`src/hw/rtl/png_scanline_unfilter_rgb8_defines.svh`:
```
// assertion macros shared by the rtl that carries checks
`ifndef PNG_SCANLINE_UNFILTER_RGB8_DEFINES_SVH
`define PNG_SCANLINE_UNFILTER_RGB8_DEFINES_SVH

// same-cycle implication, sampled on i_clk, off while in reset
`define PSU_ASSERT_IMP(label, ante, cons) \
    label: assert property (@(posedge i_clk) disable iff (!i_rst_n) (ante) |-> (cons)) \
        else $error("png unfilter check failed");

// next-cycle implication, sampled on i_clk, off while in reset
`define PSU_ASSERT_NXT(label, ante, cons) \
    label: assert property (@(posedge i_clk) disable iff (!i_rst_n) (ante) |=> (cons)) \
        else $error("png unfilter check failed");

`endif

```
`src/hw/rtl/psu_fifo.sv`:
```
`default_nettype none

module psu_fifo #(
    parameter int  WIDTH = 8,
    parameter int  DEPTH = 2,
    localparam int PW    = (DEPTH > 1) ? $clog2(DEPTH) : 1,
    localparam int CW    = $clog2(DEPTH + 1)
) (
    input  wire logic             i_clk,
    input  wire logic             i_rst_n,
    input  wire logic             i_push,
    input  wire logic [WIDTH-1:0] i_data,
    input  wire logic             i_pop,
    output logic      [WIDTH-1:0] o_data,
    output logic                  o_full,
    output logic                  o_empty,
    output logic      [CW-1:0]    o_count
);

    logic [WIDTH-1:0] r_mem [DEPTH];
    logic [PW-1:0]    r_wr_ptr;
    logic [PW-1:0]    r_rd_ptr;
    logic [CW-1:0]    r_count;
    logic             push_ok;
    logic             pop_ok;

    assign o_full  = (r_count == CW'(DEPTH));
    assign o_empty = (r_count == '0);
    assign o_count = r_count;
    assign o_data  = r_mem[r_rd_ptr];
    assign push_ok = i_push && !o_full;
    assign pop_ok  = i_pop && !o_empty;

    always_ff @(posedge i_clk) begin
        if (push_ok) begin
            r_mem[r_wr_ptr] <= i_data;
        end
    end

    always_ff @(posedge i_clk) begin
        if (!i_rst_n) begin
            r_wr_ptr <= '0;
            r_rd_ptr <= '0;
            r_count  <= '0;
        end else begin
            if (push_ok) begin
                r_wr_ptr <= (r_wr_ptr == PW'(DEPTH - 1)) ? '0 : r_wr_ptr + PW'(1);
            end
            if (pop_ok) begin
                r_rd_ptr <= (r_rd_ptr == PW'(DEPTH - 1)) ? '0 : r_rd_ptr + PW'(1);
            end
            if (push_ok && !pop_ok) begin
                r_count <= r_count + CW'(1);
            end else if (pop_ok && !push_ok) begin
                r_count <= r_count - CW'(1);
            end
        end
    end

endmodule

`default_nettype wire

```
`config.mk`:
```
export PLATFORM = sky130hd
export DESIGN_NAME = psu_fifo
export DESIGN_NICKNAME = d
export VERILOG_FILES = /design/src/hw/rtl/png_scanline_unfilter_rgb8_defines.svh /design/src/hw/rtl/psu_fifo.sv
export SDC_FILE = /design/constraint.sdc
export NUM_CORES = 1
export LEC_CHECK = 0
export ABC_CLOCK_PERIOD_IN_PS = 1700
export BUFFER_PORTS_ARGS = -buffer_cell sky130_fd_sc_hd__clkbuf_2
export CORE_MARGIN = 4
export CORE_UTILIZATION = 48
export CTS_CLUSTER_SIZE = 40
export DETAILED_ROUTE_END_ITERATION = 10
export HOLD_SLACK_MARGIN = 0.05
export PLACE_DENSITY = 0.83
export SETUP_SLACK_MARGIN = 0.4
export SLEW_MARGIN = 30
export SYNTH_ARGS = -nofsm -noshare
export SYNTH_HDL_FRONTEND = slang
export SYNTH_SLANG_ARGS = --single-unit
```
`constraint.sdc`:
```
create_clock -name i_clk -period 1.7 [get_ports i_clk]
set_input_delay 0.34 -clock i_clk [delete_from_list [all_inputs] [get_ports i_clk]]
set_output_delay 0.34 -clock i_clk [all_outputs]
set_load 0.02 [all_outputs]
```
==> results of run 1 <==
## Yosys cell counts (2+ instances only)
master	count	share of area (%)
and2_1	3	2.3
dfxtp_1	5	12
edfxtp_1	16	59
mux2_2	8	11
nor2_1	2	0.93
xnor2_1	2	2.2
## per-layer routing
metal / routed length (um) / up-vias / global-route usage, %
met5: 0 / - / 0
met4: 15 / 0 / 5.381
met3: 99 / 2 / 3.670
met2: 851 / 15 / 22.96
met1: 557 / 253 / 13.75
li1: - / 251 / -
## metrics by stage
step	cells	setup slack, ns	total power, uW	hold slack (ns)
final	98	0.1523	1932	0.2215
after global routing	98	0.1038	2044	0.2073
after CTS	95	0.1302	1795	0.2180
after detailed placement	89	0.2401	1355	0.5346
after global placement	89	0.2936	1335	0.5102
after floorplan	50	0.2480	1180	0.4389
## final cells by class
type                       instances  area share (%)
sequential                        21           49.43
multi-input combinational         26           23.93
timing repair buffer              29           21.73
clock buffer                       4           2.194
tap                               16           1.672
inverter                           2           1.045
## timing repair
item	in CTS	in global routing
hold buffers	0	0
resized for setup	30	18
pin swaps	2	2
setup buffers	2	3
endpoints found under the setup margin	11	20
## how the worst max path moves through the flow
stage                                       start                 endpoint  slack (ns)  depth (start not counted)
after global placement    o_count[0]$_SDFFE_PN0P_  o_count[1]$_SDFFE_PN0P_        0.29                          7
after detailed placement  o_count[0]$_SDFFE_PN0P_  o_count[1]$_SDFFE_PN0P_        0.24                          7
after CTS                                    flop                o_data[2]        0.13                          2
after global routing                         flop                o_data[1]        0.10                          2
after floorplan           o_count[0]$_SDFFE_PN0P_  o_count[1]$_SDFFE_PN0P_        0.25                          7
final                                        flop                o_data[5]        0.15                          2
## where the power goes
group | total (uW) | internal [uW] | switching, uW
registers | 769 | 674 | 96.0
clock network | 232 | 91.4 | 141
logic | 930 | 534 | 396
total | 1930 | 1300 | 633
## flip-flops by register name, summed over array words and instances, names as in the netlist, named ones only
signal	flops
r_mem	16
o_count	2
r_rd_ptr	1
r_wr_ptr	1
## cells by family (layout without fill, tap and decap cells)
logic type,after synthesis,count (layout)
and+or+nand+nor,9,9
muxes,8,8
xor gates and xnor gates,3,3
AOI/OAI and AO/OA,5,5
adders and majority gates,1,1
buffers and inverters,3,35
DFF,21,21
==> flow_summary.rst, run 1 <==
.. list-table::
   :header-rows: 1

   * - Metric
     - Value
   * - Worst R2R Start
     - o_count[0]$_SDFFE_PN0P_
   * - Filler Cells Inserted
     - 98
   * - 1st-iter DRT viols
     - 4
   * - Total wire length
     - 1524 um
   * - Standby leakage power
     - between 0.0004 and 0.0005 uW
   * - Core ar.
     - ~0.0015 mm2
   * - Overall overflow remaining after global route
     - 0
   * - Global-route usage over all layers
     - 12.82%
   * - Power density over cell area
     - about 1600 mW/mm2
   * - Maximum number of buffers from clock root to sink
     - 2
   * - Syn Std Cell Area
     - 809.5 um2
   * - Commonest non-fill, non-tap cell in the layout
     - edfxtp_1
   * - Clock sink count
     - 21
   * - Remaining antenna violation count after routing
     - 0
   * - Post-Place Cell Area
     - 979.7 um2
   * - Number of flops mapped to enable cells by yosys
     - 16
   * - Synth Area in Compound Gates
     - 4.019%
   * - Total DRC errors in the routed layout
     - 0
   * - Final sum of negative setup slack
     - 0 ns
   * - Part of the Yosys area used for sequential elements
     - a little under three quarters
   * - Crit Path Class
     - flop to primary output
   * - Number of hold violations in the final report
     - 0
   * - Worst Path Arrival
     - 1.21 ns
   * - Area delta synth->final
     - 47.91%
   * - Number of cells on the worst hold path
     - 1
   * - Final Cell Area
     - 0.001197 mm2
   * - Boundary pin count
     - 24
   * - Number of standard-cell rows in the floorplan
     - 14
   * - Final worst-path cycle share
     - 91.04%
   * - End point of the worst hold path
     - r_mem[0][2]$_DFFE_PP_
   * - Proportion of layout cells with a drive suffix above 1
     - 62.20%
   * - Register-to-Register Path Depth
     - 6
   * - Weighted congestion at the end of routability-driven global placement
     - about 0.71
   * - Synth Net Count
     - between 60 and 70
   * - Post-synthesis adder-cell area fraction
     - 1.546%
   * - Final worst path period need
     - 1.548 ns
   * - CTS Buf Count
     - 3
   * - Reg-to-reg slack, setup
     - 0.26 ns
   * - Post-layout utilization of the core
     - 77.68%
   * - Clock slew seen by the registers of the worst setup and hold paths
     - 0.11 ns
   * - Largest stage delay on the critical path
     - ~0.45 ns
   * - Data required time of the critical path
     - around 1.4 ns
   * - Commonest register cell after synthesis
     - edfxtp_1
   * - Count of warnings emitted by yosys
     - 0
   * - Result of the run
     - complete, no violations
   * - Pins Over Slew Limit
     - 0
   * - Total die area
     - 0.002407 mm2
   * - Area taken by flip-flops and latches
     - a little under 600 um2
   * - Cell at the root of the clock tree
     - clkbuf_4
   * - Actual slew at the worst max-slew pin
     - 0.2150 ns
   * - Hold Startpoint
     - i_data[2]
   * - Peak fanout along the critical path
     - 8
   * - Bufs and invs on worst path
     - 1
   * - Largest clock skew in the final design
     - 0.005591 ns
   * - Synthesized area per cell
     - 16.19 um2
   * - Worst-case headroom to the max-slew limit
     - 85.66%
   * - Type of element launching the critical path
     - flop
   * - Category of the worst setup path capture point
     - primary output
   * - Number of distinct library cell variants in the gate-level netlist after synthesis
     - 20
   * - Post-synthesis async set-or-reset flop share
     - 0%
   * - Post-layout nets
     - 96
   * - Cell-by-cell listing of the critical path
     - mux2_4 -> buf_8
   * - Synthesized-area fraction occupied by and/or/nand/nor cells
     - approximately 6.8%
   * - Hold crit path type
     - input port to flop
   * - Area occupied by multi-input gates
     - approximately 290 um2
   * - Unrepaired setup endpoints after global routing
     - yes
   * - Synth Register Bits
     - 21
   * - Total number of H-tree levels
     - 1
   * - Multiplexer share of the synthesized area
     - between 10% and 20%
   * - Post-detailed-route wirelength per cell
     - 15.55 um
   * - IR Drop Worst-Case VDD
     - roughly 0.0010 V
   * - Via count of the first global-routing pass
     - 542
   * - Largest family of logic cells by synthesized area
     - multiplexers
   * - Via-per-instance ratio
     - 5.316
   * - Detailed Routing Iterations Pass 1
     - 2
   * - IO buf count
     - 23
   * - Die height
     - 49.07 um
   * - Initial core utilization
     - 52.52%
   * - Diode insertion count for antenna repair
     - 0
   * - Maximum clock frequency
     - 646.1 MHz
   * - Most frequent cells in the layout
     - 16 x edfxtp_1, 13 x clkbuf_2, 9 x buf_8
   * - Final setup vio count
     - 0
   * - Synth Area in XOR/XNOR
     - 3.246%
   * - Count of vias placed by the detailed router
     - roughly 520
   * - Cell with the largest stage delay on the worst path
     - dfxtp_4
   * - Horizontal die dimension
     - 49.07 um
   * - Cell class contributing the biggest share of worst-path delay
     - flip-flops
   * - Number of maximum-capacitance constraint violations
     - 0
   * - Terminus of the critical flop-to-flop path
     - o_count[1]$_SDFFE_PN0P_
   * - First-pass GRT wire length
     - ~2400 um
   * - Pin count of the biggest net entering global routing
     - 12
   * - Gate count of the mapped netlist
     - 50
   * - Clock tree from TritonCTS
     - done
   * - Antenna violations before repair
     - 0
   * - Insertion delay to the later sink of the worst-skew pair
     - 0.30 ns
(Power assumes the default switching activity.)
==> inputs of run 2 (changes only) <==
==> constraint.sdc (replaced) <==
create_clock -name i_clk -period 1.7 [get_ports i_clk]
set_input_delay 0.085 -clock i_clk [delete_from_list [all_inputs] [get_ports i_clk]]
set_output_delay 0.085 -clock i_clk [all_outputs]
set_load 0.02 [all_outputs]
==> run 2 against run 1 <==
  * Clock skew is 0.0031 ns lower
  * Critical path type is now flop to flop
  * Critical path depth increased by 5
  * Total power is 3.9% lower
  * Final area is 3.7% higher
  * Worst hold slack worse by 0.074 ns
  * Via count increased by 2.7%
  * Die area unchanged
  * Maximum frequency up 10%
  * Sequential power fell by 0.8%
  * Combinational power shrank 7.3%
==> flow_summary.rst, run 2 (synthesis results as in run 1) <==
.. list-table::
   :header-rows: 1

   * - Metric
     - Value
   * - Pins Over Slew Limit
     - 0
   * - Number of standard-cell rows in the floorplan
     - 14
   * - Cell at the root of the clock tree
     - clkbuf_4
   * - Largest register FFs
     - 16
   * - Count of vias placed by the detailed router
     - 535
   * - Actual slew at the worst max-slew pin
     - 0.3532 ns
   * - Switching Fraction
     - 33.28%
   * - Die height
     - around 49 um
   * - Bufs and invs on worst path
     - 1
   * - Diode insertion count for antenna repair
     - 0
   * - Clock slew seen by the registers of the worst setup and hold paths
     - 0.10 ns
   * - Boundary pin count
     - 24
   * - Overall overflow remaining after global route
     - 0
   * - Insertion delay to the later sink of the worst-skew pair
     - 0.30 ns
   * - Worst Path Arrival
     - 1.64 ns
   * - Clock power frac
     - 12.4%
   * - Clock sink count
     - 21
   * - IO buf count
     - 23
   * - Peak fanout along the critical path
     - 4
   * - Total DRC errors in the routed layout
     - 0
   * - Maximum clock frequency
     - 713.0 MHz
   * - 1st-iter DRT viols
     - 5
   * - Total number of H-tree levels
     - 1
   * - Register-to-Register Path Depth
     - 7
   * - Post-layout nets
     - 103
   * - Worst hold margin
     - about 0.15 ns
   * - Number of hold violations in the final report
     - 0
   * - Crit Path Class
     - flop to flop
   * - Number of maximum-capacitance constraint violations
     - 0
   * - Filler Cells Inserted
     - 92
   * - Clock tree from TritonCTS
     - done
   * - Remaining antenna violation count after routing
     - 0
   * - Power density over cell area
     - 1495 mW/mm2
   * - Via count of the first global-routing pass
     - 599
   * - Final worst-path cycle share
     - between 80% and 90%
   * - Fraction of power consumed by sequential logic
     - between 40 and 50%
   * - Pin count of the biggest net entering global routing
     - 12
   * - First-pass GRT wire length
     - between 2000 and 3000 um
   * - Commonest non-fill, non-tap cell in the layout
     - edfxtp_1
   * - Maximum number of buffers from clock root to sink
     - 2
   * - Largest clock skew in the final design
     - 0.002495 ns
   * - Post-detailed-route wirelength per cell
     - around 16 um
   * - Cell-by-cell listing of the critical path
     - nand2b_4 -> inv_6 -> nor2_4 -> ha_4 -> xor2_1 -> or3_1 -> a21boi_1
   * - Via-per-instance ratio
     - 5.095
   * - Register bank with the most flops
     - r_mem
   * - CTS Buf Count
     - 3
   * - Area taken by flip-flops and latches
     - 589.3 um2
   * - Total wire length
     - 1644 um
   * - Cell class contributing the biggest share of worst-path delay
     - simple AND/OR/NAND/NOR gates
   * - Category of the worst setup path capture point
     - flop
   * - Result of the run
     - complete, no violations
   * - Standby leakage power
     - 0.0005111 uW
   * - Cell with the largest stage delay on the worst path
     - dfxtp_4
   * - Detailed Routing Iterations Pass 1
     - 4
   * - Core ar.
     - approximately 0.0015 mm2
   * - Horizontal die dimension
     - 49.07 um
   * - IR Drop Worst-Case VDD
     - around 0.0011 V
   * - Cell Int Power
     - 1238 uW
   * - Final sum of negative setup slack
     - 0 ns
   * - Area occupied by multi-input gates
     - 277.8 um2
   * - Largest stage delay on the critical path
     - around 0.37 ns
   * - Data required time of the critical path
     - 1.94 ns
   * - Global-route usage over all layers
     - 15.09%
   * - Initial core utilization
     - 52.52%
   * - Number of cells on the worst hold path
     - 3
   * - Final setup vio count
     - 0
   * - Combinational fraction of design power
     - a little under half
   * - Antenna violations before repair
     - 0
   * - Sw power
     - 617.7 uW
   * - Hold crit path type
     - input port to flop
   * - Most frequent cells in the layout
     - 16 x edfxtp_1, 14 x clkbuf_2, 9 x dlygate4sd3_1
   * - Worst-case headroom to the max-slew limit
     - about three quarters
   * - Logic depth of the worst setup path including buffers
     - 7
   * - Area delta synth->final
     - 53.32%
   * - Proportion of layout cells with a drive suffix above 1
     - 52.81%
   * - Weighted congestion at the end of routability-driven global placement
     - 0.7068
   * - Final worst path period need
     - ~1.4 ns
   * - Unrepaired setup endpoints after global routing
     - yes
   * - Total die area
     - 0.002407 mm2
   * - Type of element launching the critical path
     - flop
run 2: area by class of cell:
cell class | instances | share of cell area (%)
inverters | 2 | 1.008
well taps | 16 | 1.613
multi-input cells | 26 | 22.38
clock buffers | 4 | 2.117
flip-flops and latches | 21 | 47.48
repair buffers | 36 | 25.40
run 2: path summary, 6_finish.rpt:
check	from	to	slack, ns
worst max-delay path	o_count[0]$_SDFFE_PN0P_	o_count[1]$_SDFFE_PN0P_	0.30
worst min-delay path	i_push	r_wr_ptr$_SDFFE_PN0N_	0.15
worst max register to register	o_count[0]$_SDFFE_PN0P_	o_count[1]$_SDFFE_PN0P_	0.30
worst min register to register	o_count[1]$_SDFFE_PN0P_	o_count[1]$_SDFFE_PN0P_	0.57
run 2: repair_timing:
item	4_1_cts	5_1_grt
pin swaps	2	2
hold buffers	9	0
gates resized for setup	25	13
endpoints found under the setup margin	10	19
hold endpoints to repair	20	0
setup buffers	3	0
run 2: per-layer routing:
metal  up-vias  GRT usage (%)  routed length, um
li1        265              -                  -
met5         -              0                  0
met2        17          27.68                886
met4         0          8.072                 37
met3         5          4.281                 83
met1       248          14.82                636
run 2: stage by stage:
stage	worst slack (ns)	total power, uW	cells	area [um2]	utilization (%)
finish	0.2974	1856	105	1241	80.52
global route	0.2198	1967	105	1241	80.52
CTS	0.2788	1801	105	1219	79.06
detailed placement	0.2419	1366	89	979.7	63.56
global placement	0.3035	1337	89	979.7	63.56
floorplan	0.2480	1180	50	842.1	-
run 2: power by group through the flow:
stage	logic (uW)	registers [uW]	clock network [uW]
3_5_place_dp	609	757	0
4_1_cts	803	758	240
3_3_place_gp	588	749	0
5_1_grt	930	776	260
2_1_floorplan	435	746	0
6_report	862	763	230
run 2: worst min-delay path, stage by stage:
cell	delay, ns
clkbuf_2	0.09
a21boi_0	0.08
o21a_1	0.16
