<file path="src/hw/rtl/png_scanline_unfilter_rgb8_defines.svh">
// assertion macros shared by the rtl that carries checks
`ifndef PNG_SCANLINE_UNFILTER_RGB8_DEFINES_SVH
`define PNG_SCANLINE_UNFILTER_RGB8_DEFINES_SVH

// same-cycle implication, sampled on i_clk, off while in reset
`define PSU_ASSERT_IMP(label, ante, cons) \
    label: assert property (@(posedge i_clk) disable iff (!i_rst_n) (ante) |-> (cons)) \
        else $error("png unfilter check failed");

// next-cycle implication, sampled on i_clk, off while in reset
`define PSU_ASSERT_NXT(label, ante, cons) \
    label: assert property (@(posedge i_clk) disable iff (!i_rst_n) (ante) |=> (cons)) \
        else $error("png unfilter check failed");

`endif

</file>
<file path="src/hw/rtl/psu_pkg.sv">
`default_nettype none

package psu_pkg;

    localparam int BYTES_PER_PIXEL = 3;
    localparam int MAX_WIDTH_DEF   = 4096;
    localparam int HEIGHT_MAX      = 16384;

    localparam int DATA_W     = 8;
    localparam int WIDTH_W    = 13;
    localparam int HEIGHT_W   = 15;
    localparam int COL_W      = 14;
    localparam int ROW_W      = 14;
    localparam int LEN_W      = 15;
    localparam int CFG_IDX_W  = 1;
    localparam int CFG_DATA_W = 15;
    localparam int OP_W       = 3;

    localparam int MID_DEPTH = 2;
    localparam int OUT_DEPTH = 4;

    // register indexes
    localparam logic [CFG_IDX_W-1:0] REG_IMAGE_WIDTH  = 1'd0;
    localparam logic [CFG_IDX_W-1:0] REG_IMAGE_HEIGHT = 1'd1;

    // filter type byte as found in the stream
    localparam logic [DATA_W-1:0] FILT_NONE  = 8'd0;
    localparam logic [DATA_W-1:0] FILT_SUB   = 8'd1;
    localparam logic [DATA_W-1:0] FILT_UP    = 8'd2;
    localparam logic [DATA_W-1:0] FILT_AVG   = 8'd3;
    localparam logic [DATA_W-1:0] FILT_PAETH = 8'd4;

    // decoded filter operation
    localparam logic [OP_W-1:0] OP_NONE  = 3'd0;
    localparam logic [OP_W-1:0] OP_SUB   = 3'd1;
    localparam logic [OP_W-1:0] OP_UP    = 3'd2;
    localparam logic [OP_W-1:0] OP_AVG   = 3'd3;
    localparam logic [OP_W-1:0] OP_PAETH = 3'd4;
    localparam logic [OP_W-1:0] OP_BAD   = 3'd5;

    // one classified sample on its way from front to back
    typedef struct packed {
        logic [DATA_W-1:0] data;
        logic [OP_W-1:0]   op;
        logic [COL_W-1:0]  col;
        logic              zero_left;
        logic              zero_up;
        logic              eor;
        logic              eoi;
    } t_work;

    typedef struct packed {
        logic [DATA_W-1:0] pixel;
        logic              eor;
        logic              eoi;
        logic              bad;
    } t_res;

    function automatic logic [OP_W-1:0] decode_filter(input logic [DATA_W-1:0] f);
        logic [OP_W-1:0] op;
        case (f)
            FILT_NONE:  op = OP_NONE;
            FILT_SUB:   op = OP_SUB;
            FILT_UP:    op = OP_UP;
            FILT_AVG:   op = OP_AVG;
            FILT_PAETH: op = OP_PAETH;
            default:    op = OP_BAD;
        endcase
        return op;
    endfunction

    // paeth predictor: pa = |b-c|, pb = |a-c|, pc = |a+b-2c|
    function automatic logic [DATA_W-1:0] paeth(
        input logic [DATA_W-1:0] a,
        input logic [DATA_W-1:0] b,
        input logic [DATA_W-1:0] c
    );
        logic signed [10:0] da;
        logic signed [10:0] db;
        logic signed [10:0] dc;
        logic [10:0]        pa;
        logic [10:0]        pb;
        logic [10:0]        pc;
        logic [DATA_W-1:0]  pr;
        da = $signed({3'b000, b}) - $signed({3'b000, c});
        db = $signed({3'b000, a}) - $signed({3'b000, c});
        dc = $signed({3'b000, a}) + $signed({3'b000, b}) - $signed({2'b00, c, 1'b0});
        pa = da[10] ? 11'(-da) : 11'(da);
        pb = db[10] ? 11'(-db) : 11'(db);
        pc = dc[10] ? 11'(-dc) : 11'(dc);
        if (pa <= pb && pa <= pc) begin
            pr = a;
        end else if (pb <= pc) begin
            pr = b;
        end else begin
            pr = c;
        end
        return pr;
    endfunction

endpackage

`default_nettype wire

</file>
<file path="src/hw/rtl/psu_front.sv">
`default_nettype none

module psu_front #(
    parameter int MAX_WIDTH = psu_pkg::MAX_WIDTH_DEF
) (
    input  wire logic                            i_clk,
    input  wire logic                            i_rst_n,
    input  wire logic                            i_accept,
    input  wire logic [psu_pkg::DATA_W-1:0]      i_data_byte,
    input  wire logic                            i_cfg_we,
    input  wire logic [psu_pkg::CFG_IDX_W-1:0]   i_cfg_index,
    input  wire logic [psu_pkg::CFG_DATA_W-1:0]  i_cfg_data,
    output logic                                 o_push,
    output psu_pkg::t_work                       o_work
);

    localparam int COL_W     = psu_pkg::COL_W;
    localparam int ROW_W     = psu_pkg::ROW_W;
    localparam int LEN_W     = psu_pkg::LEN_W;
    localparam int HEIGHT_W  = psu_pkg::HEIGHT_W;
    localparam int WIDTH_W   = psu_pkg::WIDTH_W;
    localparam int BPP       = psu_pkg::BYTES_PER_PIXEL;
    localparam int ROW_BYTES = MAX_WIDTH * BPP;

    logic                      r_await;
    logic [psu_pkg::OP_W-1:0]  r_op;
    logic [COL_W-1:0]          r_col;
    logic [ROW_W-1:0]          r_row;
    logic [LEN_W-1:0]          r_row_len;
    logic [HEIGHT_W-1:0]       r_height;

    logic                      n_await;
    logic [psu_pkg::OP_W-1:0]  n_op;
    logic [COL_W-1:0]          n_col;
    logic [ROW_W-1:0]          n_row;
    logic [LEN_W-1:0]          n_row_len;
    logic [HEIGHT_W-1:0]       n_height;

    logic [WIDTH_W-1:0]  cfg_w;
    logic [31:0]         w_clamp;
    logic [HEIGHT_W-1:0] h_clamp;
    logic [LEN_W-1:0]    col_inc;
    logic [HEIGHT_W-1:0] row_inc;
    logic [COL_W-1:0]    col_addr;
    logic                eor;
    logic                eoi;

    // bounds are clamped once at write time
    always_comb begin
        cfg_w = i_cfg_data[WIDTH_W-1:0];
        if (cfg_w == '0) begin
            w_clamp = 32'd1;
        end else if (32'(cfg_w) > 32'(MAX_WIDTH)) begin
            w_clamp = 32'(MAX_WIDTH);
        end else begin
            w_clamp = 32'(cfg_w);
        end
        if (i_cfg_data == '0) begin
            h_clamp = HEIGHT_W'(1);
        end else if (i_cfg_data > HEIGHT_W'(psu_pkg::HEIGHT_MAX)) begin
            h_clamp = HEIGHT_W'(psu_pkg::HEIGHT_MAX);
        end else begin
            h_clamp = i_cfg_data;
        end
    end

    always_comb begin
        col_inc  = {1'b0, r_col} + LEN_W'(1);
        row_inc  = {1'b0, r_row} + HEIGHT_W'(1);
        eor      = (col_inc >= r_row_len);
        eoi      = eor && (row_inc >= r_height);
        col_addr = (32'(r_col) >= 32'(ROW_BYTES)) ? COL_W'(ROW_BYTES - 1) : r_col;
    end

    assign o_push          = i_accept && !r_await;
    assign o_work.data      = i_data_byte;
    assign o_work.op        = r_op;
    assign o_work.col       = col_addr;
    assign o_work.zero_left = (r_col < COL_W'(BPP));
    assign o_work.zero_up   = (r_row == '0);
    assign o_work.eor       = eor;
    assign o_work.eoi       = eoi;

    always_comb begin
        n_await   = r_await;
        n_op      = r_op;
        n_col     = r_col;
        n_row     = r_row;
        n_row_len = r_row_len;
        n_height  = r_height;
        if (i_accept) begin
            if (r_await) begin
                n_op    = psu_pkg::decode_filter(i_data_byte);
                n_await = 1'b0;
                n_col   = '0;
            end else if (eor) begin
                n_col   = '0;
                n_await = 1'b1;
                n_row   = eoi ? '0 : row_inc[ROW_W-1:0];
            end else begin
                n_col = col_inc[COL_W-1:0];
            end
        end
        if (i_cfg_we) begin
            case (i_cfg_index)
                psu_pkg::REG_IMAGE_WIDTH:  n_row_len = LEN_W'(w_clamp * BPP);
                psu_pkg::REG_IMAGE_HEIGHT: n_height  = h_clamp;
                default: ;
            endcase
        end
    end

    always_ff @(posedge i_clk) begin
        if (!i_rst_n) begin
            r_await   <= 1'b1;
            r_op      <= psu_pkg::OP_NONE;
            r_col     <= '0;
            r_row     <= '0;
            r_row_len <= LEN_W'(BPP);
            r_height  <= HEIGHT_W'(1);
        end else begin
            r_await   <= n_await;
            r_op      <= n_op;
            r_col     <= n_col;
            r_row     <= n_row;
            r_row_len <= n_row_len;
            r_height  <= n_height;
        end
    end

endmodule

`default_nettype wire

</file>
<file path="config.mk">
export PLATFORM = sky130hd
export DESIGN_NAME = psu_front
export DESIGN_NICKNAME = d
export VERILOG_FILES = /design/src/hw/rtl/png_scanline_unfilter_rgb8_defines.svh /design/src/hw/rtl/psu_pkg.sv /design/src/hw/rtl/psu_front.sv
export SDC_FILE = /design/constraint.sdc
export NUM_CORES = 1
export LEC_CHECK = 0
export BUFFER_PORTS_ARGS = -buffer_cell sky130_fd_sc_hd__buf_2
export CAP_MARGIN = 40
export CORE_ASPECT_RATIO = 1.1
export CORE_UTILIZATION = 40
export DETAILED_ROUTE_END_ITERATION = 6
export GPL_ROUTABILITY_DRIVEN = 0
export PLACE_DENSITY = 0.59
export RECOVER_POWER = 100
export SYNTH_ARGS = -nofsm -noshare
export SYNTH_HDL_FRONTEND = slang
export SYNTH_SLANG_ARGS = --single-unit
</file>
<file path="constraint.sdc">
create_clock -name i_clk -period 7.5 [get_ports i_clk]
set_input_delay 0.375 -clock i_clk [delete_from_list [all_inputs] [get_ports i_clk]]
set_output_delay 0.375 -clock i_clk [all_outputs]
set_load 0.005 [all_outputs]
</file>
==> results of run 1 <==
## cell usage in the layout (no fill, tap or decap), types with 4 or more instances in the layout
cell type / instances
nor4_1: 4
inv_1: 42
nand3_1: 41
nor2b_1: 25
or3b_2: 5
a21boi_0: 22
and3_1: 12
buf_2: 34
and2_1: 4
nand3b_1: 7
nor3_1: 12
o21a_1: 8
a211oi_1: 6
nand4_1: 9
ha_1: 39
or4_1: 5
clkbuf_1: 26
o21ai_0: 21
xnor2_1: 22
dfxtp_1: 62
o21bai_1: 5
o211ai_1: 4
nand2b_1: 29
nor2_1: 27
nand2_1: 50
clkbuf_16: 9
xor2_1: 6
a22oi_1: 11
a21oi_1: 30
o22ai_1: 13
## flip-flops by register name (all words and copies together), names as in the netlist
register	flops
r_await	1
r_col	14
r_height	15
r_op	3
r_row	14
r_row_len	15
## worst min-delay path, stage by stage
cell,delay [ps]
buf_2,110
nand3_1,60
a21boi_0,70
## cells in the mapped netlist (4+ instances only)
cell / instances / area, µm²
a211oi_1: 6 / 45.04
a21boi_0: 22 / 165.2
a21oi_1: 30 / 150.1
a22oi_1: 11 / 82.58
and2_1: 6 / 37.54
and3_1: 12 / 75.07
buf_2: 5 / 25.02
buf_4: 10 / 75.07
clkbuf_1: 30 / 112.6
dfxtp_1: 62 / 1241
ha_1: 39 / 488.0
inv_1: 42 / 157.7
nand2_1: 50 / 187.7
nand2b_1: 29 / 181.4
nand3_1: 41 / 205.2
nand3b_1: 7 / 52.55
nand4_1: 9 / 56.30
nor2_1: 27 / 101.4
nor2b_1: 25 / 156.4
nor3_1: 12 / 60.06
o211ai_1: 4 / 30.03
o21a_1: 8 / 60.06
o21ai_0: 20 / 100.1
o21bai_1: 5 / 37.54
o22ai_1: 13 / 81.33
or3b_2: 5 / 43.79
or4_1: 5 / 37.54
xnor2_1: 22 / 192.7
xor2_1: 6 / 52.55
## power breakdown
| part | switching, mW | total (mW) | internal (mW) |
|---|---|---|---|
| Combinational | 0.0805 | 0.132 | 0.0518 |
| Sequential | 0.00537 | 0.344 | 0.339 |
| Clock | 0.147 | 0.464 | 0.317 |
| Total | 0.233 | 0.940 | 0.708 |
## kinds of logic (layout without fill, tap and decap cells)
family | after synthesis | after routing | synth area share
AO/OA/AOI/OAI | 148 | 148 | 0.2096
buffers and inverters | 89 | 119 | 0.08069
flip-flops | 62 | 62 | 0.2599
adder cells (fa/ha/maj) | 39 | 39 | 0.1022
multiplexers | 3 | 3 | 0.006288
AND/OR/NAND/NOR | 249 | 249 | 0.2900
XOR/XNOR | 28 | 28 | 0.05135
## path summary, 6_finish.rpt
| check | end | start | cells past startpoint |
|---|---|---|---|
| hold / removal | r_op[1] | i_data_byte[1] | 3 |
| setup / recovery | o_work[0] | r_col[0] | 12 |
| hold reg to reg | r_row_len[2] | r_row_len[2] | 2 |
| setup reg to reg | r_row[0] | r_col[0] | 13 |
## metrics by stage
step	util	cells	area, µm²	hold slack, ps	setup WS [ps]
global route	0.4622	798	5335	355.3	2854
detailed placement	0.4376	782	5051	470.2	3627
floorplan	-	618	4776	441.0	4111
global placement	0.4370	781	5044	456.6	3707
finish	0.4622	798	5335	350.5	3277
CTS	0.4667	798	5386	340.9	3273
## routing by layer
layer	vias to the layer above	global-route usage
li1	2236	-
met4	0	0.05648
met1	2002	0.2797
met5	-	0
met3	8	0.02400
met2	80	0.3212
## layout make-up
cell class	instances	area (µm²)	area share
multi-input combinational	467	3134	0.5875
sequential	62	1241	0.2326
timing repair buffer	61	279.0	0.05230
clock buffer	13	270.3	0.05066
tap	150	187.7	0.03518
inverter	42	157.7	0.02955
clock inverter	3	65.06	0.01220
==> run metrics, run 1 <==
status complete, but fails checks; violated checks max-capacitance violations, max-slew violations; flops & latches, synth between 60 and 70; Slew headroom -1.041; initial antenna violation count 0; FMAX 236.8 MHz; top routing layer in use met4; ANT nets after route 0; Critical Path Sink Type output pin; IO Count 58; Final Hold Viols 0; mapped cell area about 0.0048 mm²; total power around 0.94 mW; Buf+Inv Stages, Crit Path 1; drt pass-1 iters 5; max cap viols 1; Post-synth EDFFs 0; syn nets 685; HPWL after DPL around 8.6 mm; die height ~120 µm; core area ~0.012 mm²; final setup violation count 0; register area share after synthesis 0.2599; Syn. warnings 0; PwrDens 176.3 mW/mm²; Syn Inst Count roughly 620; drt drc 0; Tmin final 4223 ps; Static Leak approximately 2.1 nW; grt ovf 0; Port Buffers 57; worst setup path class flop to output pin; die area ~0.012 mm²; crit path DAT between 3000 and 4000 ps; CTS root buffer clkbuf_16; register-to-register setup slack around 3300 ps; post-CTS setup buffer count 0; Critical-path top delay cell nor2_1; Layout Skew 8.798 ps; global-route usage over all layers 0.1993; largest net degree at the start of global routing 80; CP peak stage delay around 630 ps; FILL cells approximately 1,200; Layout area overhead 11.71%; M1 wire length 6.016 mm; Slew @ Worst Pin ~3100 ps; Final period util 0.5631; Worst Hold Class input port to flop; synthesized area per cell about 7.7 µm²; Critical Path RT 7120 ps; Hold Buf Count CTS 0; vias around 4,300; first-pass GRT wire length between 15 and 20 mm; Clock Tree Buf Depth 2; Horiz. Die Dim 106.2 µm; Peak VDD IR 0.09375 mV; Initial Util 0.4138; post-CTS resize count 0; Antenna Diode Count 0; Clock transition at path regs approximately 50 ps; cts bufs inserted 9; met2 WL around 5.4 mm; Slew Viols, Final 80; RSZ-0062 raised after global routing false; routed wl met3 between 300 and 400 µm; count of different cell masters after synthesis between 60 and 70; # nets final 710; final wirelength 11.84 mm; share of layout cells above drive strength 1 0.09877; largest fanout on the critical path 13; crit-path leading delay family simple AND/OR/NAND/NOR gates; clock latency at the later pin of the worst-skew pair around 330 ps; vias in the first global route 3,969; crit-path cells ha_1 > and3_1 > nand4_1 > or2_2 > xnor2_1 > ha_1 > a211oi_1 > o21bai_1 > a211o_1 > nor2_1 > nor2_1 > clkbuf_1; initial DRC count ~170; fraction of registers with async set/reset 0; FP Rows a little over 40; CTS tree done; Most used DFF post-synth dfxtp_1; clock sink count 62; Critical Path Source Type flop; vias per cell approximately 5.4; H-tree Lvls 3; mean routed wirelength per cell approximately 15 µm; Total Neg Setup Slack 0 ps
(Power assumes the default switching activity.)
==> inputs of run 2 (changes only) <==
--- a/config.mk
+++ b/config.mk
@@ -5,13 +5,14 @@
 export SDC_FILE = /design/constraint.sdc
 export NUM_CORES = 1
 export LEC_CHECK = 0
+export ABC_AREA = 1
 export BUFFER_PORTS_ARGS = -buffer_cell sky130_fd_sc_hd__buf_2
 export CAP_MARGIN = 40
 export CORE_ASPECT_RATIO = 1.1
 export CORE_UTILIZATION = 40
 export DETAILED_ROUTE_END_ITERATION = 6
 export GPL_ROUTABILITY_DRIVEN = 0
-export PLACE_DENSITY = 0.59
+export PLACE_DENSITY = 0.6
 export RECOVER_POWER = 100
 export SYNTH_ARGS = -nofsm -noshare
 export SYNTH_HDL_FRONTEND = slang
==> constraint.sdc (replaced) <==
create_clock -name i_clk -period 4.2 [get_ports i_clk]
set_input_delay 0.21 -clock i_clk [delete_from_list [all_inputs] [get_ports i_clk]]
set_output_delay 0.21 -clock i_clk [all_outputs]
set_load 0.005 [all_outputs]
==> run 2 against run 1 <==
Against the previous run: the run now ends clean; non-clock buffer count did not move; synthesized area shrank 2.1%; clock-buffer cell count down 2; die area down 2.0%.
==> run metrics, run 2 <==
Critical Path RT 3990 ps (-3130 ps); switch share 0.2635 (+0.01625); Sequential Area 0.001241 mm² (unchanged); FP Rows 41 (unchanged); largest fanout on the critical path 12 (-1); vias per cell 4.957 (-8.6%); mapped cell area 0.004677 mm² (-2.1%); Final Hold Viols 0 (unchanged); drt pass-1 iters 5 (unchanged); Clock Tree Buf Depth 2 (unchanged); Clock power frac 0.488 (-0.006); HPWL after DPL 8.910 mm (+3.2%); Initial Util 0.4088 (-0.004930); register-to-register setup slack 500 ps (-2790 ps); share of layout cells above drive strength 1 0.1168 (+0.01803); worst r2r src r_col[0]; Comb pwr share 0.141 (about the same); Critical Path Source Type flop; Syn. warnings 0 (unchanged); Min-Delay Startpoint i_cfg_data[13]; top flop regs r_height x15, r_row_len x15; register area share after synthesis 0.2654 (+0.005493); Post-DP Area 0.005011 mm² (-0.79%); status finished clean; final setup violation count 0 (unchanged); global-route usage over all layers 0.1923 (-0.006986); Antenna Diode Count 0 (unchanged); FILL cells 1,207 (+2.1%); share of the synthesized area in the top cell type 0.2654 (+0.005493); worst setup path class flop to output pin; Horiz. Die Dim 105.1 µm (-1.0%); count of different cell masters after synthesis 40 (-38%); die height 115.4 µm (-1.0%); Static Leak 2.531 nW (+18%); total power 1.662 mW (+77%); mean routed wirelength per cell 12.41 µm (-16%); Net Sw Power 0.4378 mW (+88%); Multi-input gate area 0.002775 mm² (-11%); hold_ws 150.5 ps (-200.0 ps); initial DRC count 246 (+44%); Syn Inst Count 713 (+15%); Post-synth EDFFs 0 (unchanged); Core Util, Final 0.4616 (-0.0006670); syn nets 780 (+14%); Design Area, Final 0.005280 mm² (-1.0%); cts bufs inserted 9 (unchanged); initial antenna violation count 0 (unchanged); Critical Path Sink Type output pin; die area 0.01213 mm² (-2.0%); dominant cell type by area after synthesis dfxtp_1; clock sink count 62 (unchanged); Worst Hold End r_height[13]; commonest non-fill, non-tap cell in the layout nand2_1; vias 4,521 (+4.5%); RSZ-0062 raised after global routing false; Hold Buf Count CTS 0 (unchanged); largest net degree at the start of global routing 32 (-60%); Peak VDD IR 0.1826 mV (+95%); CTS root buffer clkbuf_16; Layout Skew 8.409 ps (-0.3885 ps); Area contributors post-synth dfxtp_1 27%, nand2_1 12%, ha_1 10%; Layout area overhead 12.89%; first-pass GRT wire length 18.80 mm (-5.0%); Final period util 0.8987; drt drc 0 (unchanged); H-tree Lvls 3 (unchanged); Synth top cells by count 154 x nand2_1, 115 x inv_1, 67 x a21oi_1, 62 x dfxtp_1, 56 x nor2_1; Port Buffers 57 (unchanged); Clock transition at path regs 60 ps (about the same); CTS tree done; Slew @ Worst Pin 1343 ps (-1719 ps); internal power 1.224 mW (+73%); final wirelength 11.31 mm (-4.4%); PwrDens 314.7 mW/mm² (+79%); Worst Hold Depth 3 (unchanged); synthesized area per cell 6.560 µm² (-15%); FMAX between 200 and 300 MHz; ANT nets after route 0 (unchanged); most frequent cells in the layout 158 x nand2_1, 115 x inv_1, 67 x a21oi_1, 62 x dfxtp_1, 56 x nor2_1; count leader, synth nand2_1; IO Count 58 (unchanged); max cap viols 0 (-1); Tmin final about 3800 ps; Slew Viols, Final 0 (-100%); Register-to-Register Path Depth 18 (+5); Total Neg Setup Slack 0 ps (unchanged); vias in the first global route 4,145 (+4.4%); Slew headroom 0.1048 (+1.146); post-CTS setup buffer count 0 (unchanged); flops & latches, synth 62 (unchanged); post-CTS resize count 0 (unchanged); core area 0.01144 mm² (-0.89%); clock latency at the later pin of the worst-skew pair 330 ps (about the same); grt ovf 0 (unchanged); Flop pwr share 0.371 (+0.005); # nets final 824 (+16%); Worst Hold Class input port to flop; crit path DAT 3560 ps (-290 ps); FF-to-FF End r_col[13]; Most used DFF post-synth dfxtp_1; fraction of registers with async set/reset 0 (unchanged)
## run 2: changes by cell type in the layout (fill, tap and decap cells not counted), sizes merged, moves of 10 or more
cell	before	now
nand2	50	164
o21ai	21	38
a22oi	11	1
nand4	9	27
nand2b	29	0
nor2	27	66
nor2b	25	0
a21oi	30	71
inv	42	125
xor2	6	20
xnor2	22	1
a21boi	22	1
and3	12	0
## run 2: critical path, cell delays in order, from the launching register on
cell and delay (ps):
dfxtp_1 380, ha_1 230, nand2_1 70, nor2_1 150, nand3_1 170, nor4_2 310
nand4_1 210, nand2_1 140, inv_1 70, ha_1 310, nand3_1 70, or4_1 460
nand3_1 110, buf_4 200, o21ai_0 150, inv_1 80, clkbuf_1 110
## run 2: worst max path at each step
| stage | start | endpoint | slack, ps | depth (start not counted) |
|---|---|---|---|---|
| after global routing | r_col[0] | r_col[12] | 110 | 18 |
| after floorplan | r_col[0] | o_work[0] | 1260 | 16 |
| after detailed placement | r_col[0] | r_row[11] | 750 | 16 |
| final | r_col[0] | o_work[0] | 430 | 16 |
| after global placement | r_col[0] | r_row[11] | 850 | 16 |
| after CTS | r_col[0] | o_work[0] | 470 | 16 |
## run 2: layer usage
layer / GRT usage / vias up / part of all wire
met5: 0 / - / 0
met2: 0.3492 / 87 / 0.50
met4: 0.07324 / 0 / 0.020
met3: 0.03093 / 18 / 0.030
met1: 0.2291 / 2027 / 0.45
li1: - / 2389 / -
## run 2: cell families after synthesis
logic type / count (synthesis) / share of synthesized area
buf+inv: 155 / 0.1380
fa+ha+maj: 39 / 0.1043
xor+xnor: 21 / 0.03933
compound gates: 128 / 0.1514
simple gates: 308 / 0.3015
flops: 62 / 0.2654
## run 2: final cells by class
type | count | share of cell area
Inverter | 127 | 0.09028
Sequential cell | 62 | 0.2351
Multi-Input combinational cell | 496 | 0.5256
Clock buffer | 11 | 0.04597
Timing Repair Buffer | 61 | 0.05213
Tap cell | 150 | 0.03555
Clock inverter | 5 | 0.01540
## run 2: power groups by stage
| stage | Clock, mW | Combinational, mW | Sequential (mW) |
|---|---|---|---|
| 6_report | 0.810 | 0.235 | 0.617 |
| 5_1_grt | 0.852 | 0.268 | 0.619 |
| 4_1_cts | 0.826 | 0.240 | 0.616 |
| 3_5_place_dp | 0 | 0.238 | 0.629 |
| 3_3_place_gp | 0 | 0.235 | 0.629 |
| 2_1_floorplan | 0 | 0.176 | 0.627 |
## run 2: through the flow
step / std cells / setup slack (ps)
after detailed placement: 896 / 750.8
after floorplan: 713 / 1255
final: 912 / 425.3
after global routing: 912 / 113.4
after global placement: 896 / 847.4
after CTS: 912 / 472.1
